<file path="config.mk">
export PLATFORM = sky130hd
export DESIGN_NAME = mfa_mul
export DESIGN_NICKNAME = d
export VERILOG_FILES = /design/src/mfa_pkg.sv /design/src/mfa_mul.sv
export SDC_FILE = /design/constraint.sdc
export NUM_CORES = 2
export LEC_CHECK = 0
export BUFFER_PORTS_ARGS = -buffer_cell sky130_fd_sc_hd__clkbuf_2
export CORE_ASPECT_RATIO = 0.9
export CORE_MARGIN = 2
export CORE_UTILIZATION = 45
export CTS_BUF_LIST = sky130_fd_sc_hd__clkbuf_8 sky130_fd_sc_hd__clkbuf_16
export CTS_CLUSTER_DIAMETER = 120
export DETAILED_ROUTE_END_ITERATION = 12
export GPL_TIMING_DRIVEN = 0
export PLACE_DENSITY = 0.63
export SLEW_MARGIN = 20
export SYNTH_ARGS = -nofsm -noshare
export SYNTH_HDL_FRONTEND = slang
export SYNTH_SLANG_ARGS = --single-unit
</file>
<file path="constraint.sdc">
create_clock -name clock -period 11.55 [get_ports clock]
set_clock_uncertainty 0.2 [all_clocks]
set_input_delay 0 -clock clock [delete_from_list [all_inputs] [get_ports clock]]
set_output_delay 0 -clock clock [all_outputs]
set_load 0.005 [all_outputs]
</file>
<file path="src/mfa_pkg.sv">
// Shared constants and types for the mixed fraction arithmetic block.
package mfa_pkg;

   // Fits the overflow check; the port widths stay fixed.
   localparam int WIDTH = 32;

   localparam int FIELD_W   = 32;
   localparam int DEN_W     = 31;
   localparam int HALF_W    = 32;
   localparam int OPND_W    = 2 * HALF_W;
   localparam int ACC_W     = 2 * OPND_W;
   localparam int DIV_CNT_W = $clog2(ACC_W);
   localparam int SHIFT_W   = $clog2(ACC_W);
   localparam int STEP_W    = 3;

   localparam logic [DEN_W-1:0] DEN_ONE  = DEN_W'(1);
   localparam logic [ACC_W-1:0] LIMIT    = ACC_W'(1) << (WIDTH - 1);
   localparam logic [ACC_W-1:0] LIMIT_M1 = LIMIT - ACC_W'(1);

   typedef enum logic [1:0] {
      OP_ADD = 2'd0,
      OP_SUB = 2'd1,
      OP_MUL = 2'd2,
      OP_DIV = 2'd3
   } op_type;

   typedef enum logic [1:0] {
      ST_OK        = 2'd0,
      ST_DIV_ZERO  = 2'd1,
      ST_OVERFLOW  = 2'd2
   } status_type;

endpackage

</file>
<file path="src/mfa_mul.sv">
// Sequential 64x64 multiplier built on one 32x32 partial product per cycle.
module mfa_mul (
   input  logic                        clock,
   input  logic                        reset,
   input  logic                        start,
   input  logic [mfa_pkg::OPND_W-1:0]  a,
   input  logic [mfa_pkg::OPND_W-1:0]  b,
   output logic                        done,
   output logic [mfa_pkg::ACC_W-1:0]   product
);

   logic                          busy_ff, busy_in;
   logic                          done_ff, done_in;
   logic [mfa_pkg::STEP_W-1:0]    step_ff, step_in;
   logic [mfa_pkg::OPND_W-1:0]    a_ff, a_in;
   logic [mfa_pkg::OPND_W-1:0]    b_ff, b_in;
   logic [mfa_pkg::OPND_W-1:0]    prod_ff, prod_in;
   logic [1:0]                    pshift_ff, pshift_in;
   logic [mfa_pkg::ACC_W-1:0]     acc_ff, acc_in;

   logic [mfa_pkg::HALF_W-1:0]    a_slice;
   logic [mfa_pkg::HALF_W-1:0]    b_slice;
   logic [mfa_pkg::ACC_W-1:0]     prod_aligned;

   // step[1] picks the half of a, step[0] the half of b
   assign a_slice = step_ff[1] ? a_ff[mfa_pkg::OPND_W-1:mfa_pkg::HALF_W]
                               : a_ff[mfa_pkg::HALF_W-1:0];
   assign b_slice = step_ff[0] ? b_ff[mfa_pkg::OPND_W-1:mfa_pkg::HALF_W]
                               : b_ff[mfa_pkg::HALF_W-1:0];

   always_comb begin
      case (pshift_ff)
         2'd1:    prod_aligned = mfa_pkg::ACC_W'(prod_ff) << mfa_pkg::HALF_W;
         2'd2:    prod_aligned = mfa_pkg::ACC_W'(prod_ff) << mfa_pkg::OPND_W;
         default: prod_aligned = mfa_pkg::ACC_W'(prod_ff);
      endcase
   end

   always_comb begin
      busy_in   = busy_ff;
      done_in   = 1'b0;
      step_in   = step_ff;
      a_in      = a_ff;
      b_in      = b_ff;
      prod_in   = prod_ff;
      pshift_in = pshift_ff;
      acc_in    = acc_ff;
      if (start) begin
         busy_in = 1'b1;
         step_in = '0;
         a_in    = a;
         b_in    = b;
         acc_in  = '0;
      end else if (busy_ff) begin
         if (step_ff != mfa_pkg::STEP_W'(4)) begin
            prod_in   = mfa_pkg::OPND_W'(a_slice) * mfa_pkg::OPND_W'(b_slice);
            pshift_in = {1'b0, step_ff[1]} + {1'b0, step_ff[0]};
         end
         if (step_ff != '0) begin
            acc_in = acc_ff + prod_aligned;
         end
         if (step_ff == mfa_pkg::STEP_W'(4)) begin
            busy_in = 1'b0;
            done_in = 1'b1;
         end
         step_in = step_ff + mfa_pkg::STEP_W'(1);
      end
   end

   always_ff @(posedge clock) begin
      step_ff   <= step_in;
      a_ff      <= a_in;
      b_ff      <= b_in;
      prod_ff   <= prod_in;
      pshift_ff <= pshift_in;
      acc_ff    <= acc_in;
      if (reset) begin
         busy_ff <= 1'b0;
         done_ff <= 1'b0;
      end else begin
         busy_ff <= busy_in;
         done_ff <= done_in;
      end
   end

   assign done    = done_ff;
   assign product = acc_ff;

endmodule

</file>
==> out/metrics.json <==
{
  "run_status": {
    "status": "finished with violations",
    "violated_checks": "negative setup slack"
  },
  "logic_synthesis": {
    "synth-seq-area-share_pct": 16.2,
    "post_synth.cell_area_avg_um2": 8.91,
    "ys_async_sr_fraction_pct": 0,
    "post_synth_edffs": 194,
    "synth_warnings": 0,
    "yosys.area.top_type": "fa_1",
    "syn-instance-count": 5886,
    "number_of_nets_produced_by_synthesis": 7308,
    "synth-seq-cells": 327,
    "synth_largest_type_area_fraction_pct": 34.3,
    "post_synth_num_cell_types": 86,
    "synth.area.top_cells": "fa_1, edfxtp_1, ha_1",
    "synth_flop_cell": "edfxtp_1",
    "syn-cell-area_um2": 52400
  },
  "grt": {
    "grt_pass1_vias": 46054,
    "global_route.overflow_total": 0,
    "grt_max_degree": 90,
    "grt_antenna_before_repair": 11,
    "global_route_wire_length_before_repair_um": 322000,
    "global_route.usage.total_pct": 37.9
  },
  "final_layout": {
    "utilization_pct": 52.4,
    "finalNetCount": 7894,
    "commonest_cells_after_routing_fill_and_taps_aside": "inv_1, fa_1, nand2_1",
    "finish.cell_count_without_fillers": 8066,
    "areaGrowthSynthToFinish_pct": 15.3,
    "final_common_cell": "inv_1",
    "fill_cells": 10738,
    "register_area_um2": 8490,
    "layout-drive-gt1-share_pct": 9.17,
    "footprint_of_the_multi_input_gates_um2": 39600
  },
  "clock_tree": {
    "clkSinkCount": 327,
    "cts_made_buffers": 40,
    "cts_tree": "built",
    "root_buffer": "clkbuf_16",
    "clock_path_buffers": 3,
    "clk_latency_ns": 0.64,
    "h-tree-depth": 2,
    "clk_pin_slew_ns": 0.07
  },
  "worst_setup_path": {
    "setup.worst_path.class": "reg2reg",
    "slowest_stage": "clkdlybuf4s15_1",
    "end_kind": "flip-flop",
    "crit_path_frequent_cell": "fa_1",
    "arrival_ns": 11.83,
    "setup.worst_path.start_class": "flip-flop",
    "cp.required_ns": 11.80,
    "worst_case_reg_to_reg_path_depth": 30,
    "critical_path_fanout_max": 10,
    "slowest_delay_ns": 0.80
  },
  "detailed_routing": {
    "post_drt_via_cell_ratio": 5.79,
    "firstDrtPassIters": 6,
    "drc_errors_left": 0,
    "drt-initial-drc-count": 5335,
    "ant_nets": 0,
    "via_count": 46702,
    "total_wire_length_um": 227000,
    "routed_length_per_instance_um": 28.1
  },
  "die": {
    "rows": 118,
    "die_height_um": 328,
    "die-area_um2": 119000,
    "core_area_um2": 115000,
    "fp.dieW_um": 364,
    "floorplan.initialDensity_pct": 45.5,
    "boundaryPins": 260
  },
  "hold_path": {
    "min_path_cells": 2,
    "hold_class": "in2reg"
  },
  "sta": {
    "slew_headroom_pct": 19.7,
    "worst_pin_slew_ns": 1.20,
    "setup_repair_after_global_routing_missed_its_margin": "true",
    "final.hold.worst_slack_ns": 0.269,
    "final-hold-violation-count": 0,
    "final-setup-viol-count": 1,
    "final_critical_path_time_including_i_o_delays_and_setup_ns": 11.58,
    "fin_ws_ns": -0.0294,
    "final-max-slew-violation-count": 0,
    "fmax_ghz": 0.0864,
    "finalCritPeriodShare_pct": 100
  },
  "placed_design": {
    "gpl.final_weighted_congestion": 1.05,
    "pre_cts_slack_ns": -1.22,
    "cell_count_after_placement": 7727,
    "half_perimeter_wire_length_of_the_detailed_placement_result_um": 184000,
    "placement.io_buffers": 259
  },
  "job": {
    "cap_violations": 0
  }
}
==> worst max-delay path, delay by kind of cell, from the launching register on <==
kind,cells,cell delay [ns]
compound gates,6,2.00
fa+ha+maj,9,4.24
buf+inv,7,2.34
flops,1,0.38
mux,1,0.43
simple gates,7,1.76
==> state kept, by name (all words and copies together), names as in the netlist <==
register and flops:
pshift_ff 2, prod_ff 64, busy_ff 1, done 1
product 128, step_ff 3, a_ff 64, b_ff 64
==> final cells by class <==
cell class | count | area share (%)
diodes | 3 | 0.0124
plain buffers | 298 | 2.10
clock buffers | 45 | 1.79
clock inverters | 28 | 0.356
inverters | 944 | 5.86
multi-input cells | 4316 | 65.5
flip-flops and latches | 327 | 14.0
well taps | 1560 | 3.23
repair buffers | 545 | 7.10
==> cells by family (layout without fill, tap and decap cells) <==
group / count (synthesis) / count (layout) / synth area share (%)
flops: 327 / 327 / 16.2
mux: 132 / 132 / 2.67
buf+inv: 1243 / 1860 / 8.92
xor+xnor: 178 / 178 / 2.97
other cells: 0 / 3 / 0
simple gates: 1814 / 1814 / 14.4
fa+ha+maj: 1291 / 1291 / 43.7
compound gates: 901 / 901 / 11.2
==> per-layer routing <==
metal | global-route usage (%) | part of all wire [%] | up-vias
li1 | - | - | 19957
met1 | 50.8 | 40 | 23295
met2 | 55.7 | 42 | 2815
met3 | 12.5 | 12 | 625
met4 | 17.0 | 5.7 | 10
met5 | 0 | 0.064 | -
==> synth_stat cells, drive strengths merged, types with 5 or more instances <==
| library cell | count |
|---|---|
| nor2 | 720 |
| and2 | 65 |
| a31oi | 32 |
| mux2 | 64 |
| buf | 32 |
| nor4 | 8 |
| nand3 | 31 |
| and3 | 16 |
| dfxtp | 133 |
| nor2b | 19 |
| mux2i | 68 |
| a221oi | 12 |
| inv | 944 |
| nand2 | 799 |
| nand2b | 11 |
| or3 | 17 |
| o21ai | 178 |
| clkbuf | 267 |
| xnor2 | 115 |
| a211o | 8 |
| a221o | 9 |
| a21oi | 317 |
| a21boi | 10 |
| xor2 | 63 |
| a21o | 111 |
| a211oi | 18 |
| o21bai | 49 |
| fa | 897 |
| nor3 | 36 |
| o31ai | 12 |
| nor4b | 5 |
| a22o | 68 |
| nand4 | 67 |
| edfxtp | 194 |
| ha | 394 |
| o21a | 24 |
| or2 | 5 |
| o211ai | 14 |
==> per-stage QoR <==
step                TNS (ns)  area, um2
detailed placement    -12.32      56300
global placement      -24.43      55700
floorplan                  0      52400
CTS                        0      60300
finish               -0.0294      60500
global route         -0.0706      60400
==> what timing repair did <==
item	CTS	global route
hold endpoints to repair	170	0
hold buffers	259	0
endpoints found under the setup margin	21	10
buffers inserted	0	5
pin swaps	0	0
gates resized for setup	69	88
==> final timing paths <==
path	slack, ns	end	start
max	-0.03	prod_ff[62]$_DFFE_PP_	step_ff[0]$_SDFFE_PP0P_
max reg2reg	-0.03	prod_ff[62]$_DFFE_PP_	step_ff[0]$_SDFFE_PP0P_
min reg2reg	0.28	product[116]$_SDFFE_PP0P_	product[116]$_SDFFE_PP0P_
min	0.27	a_ff[13]$_DFFE_PP_	start
Power is left out: the tool's default activity adds up to more than one toggle a clock period on the data nets, which glitch-free logic cannot reach.
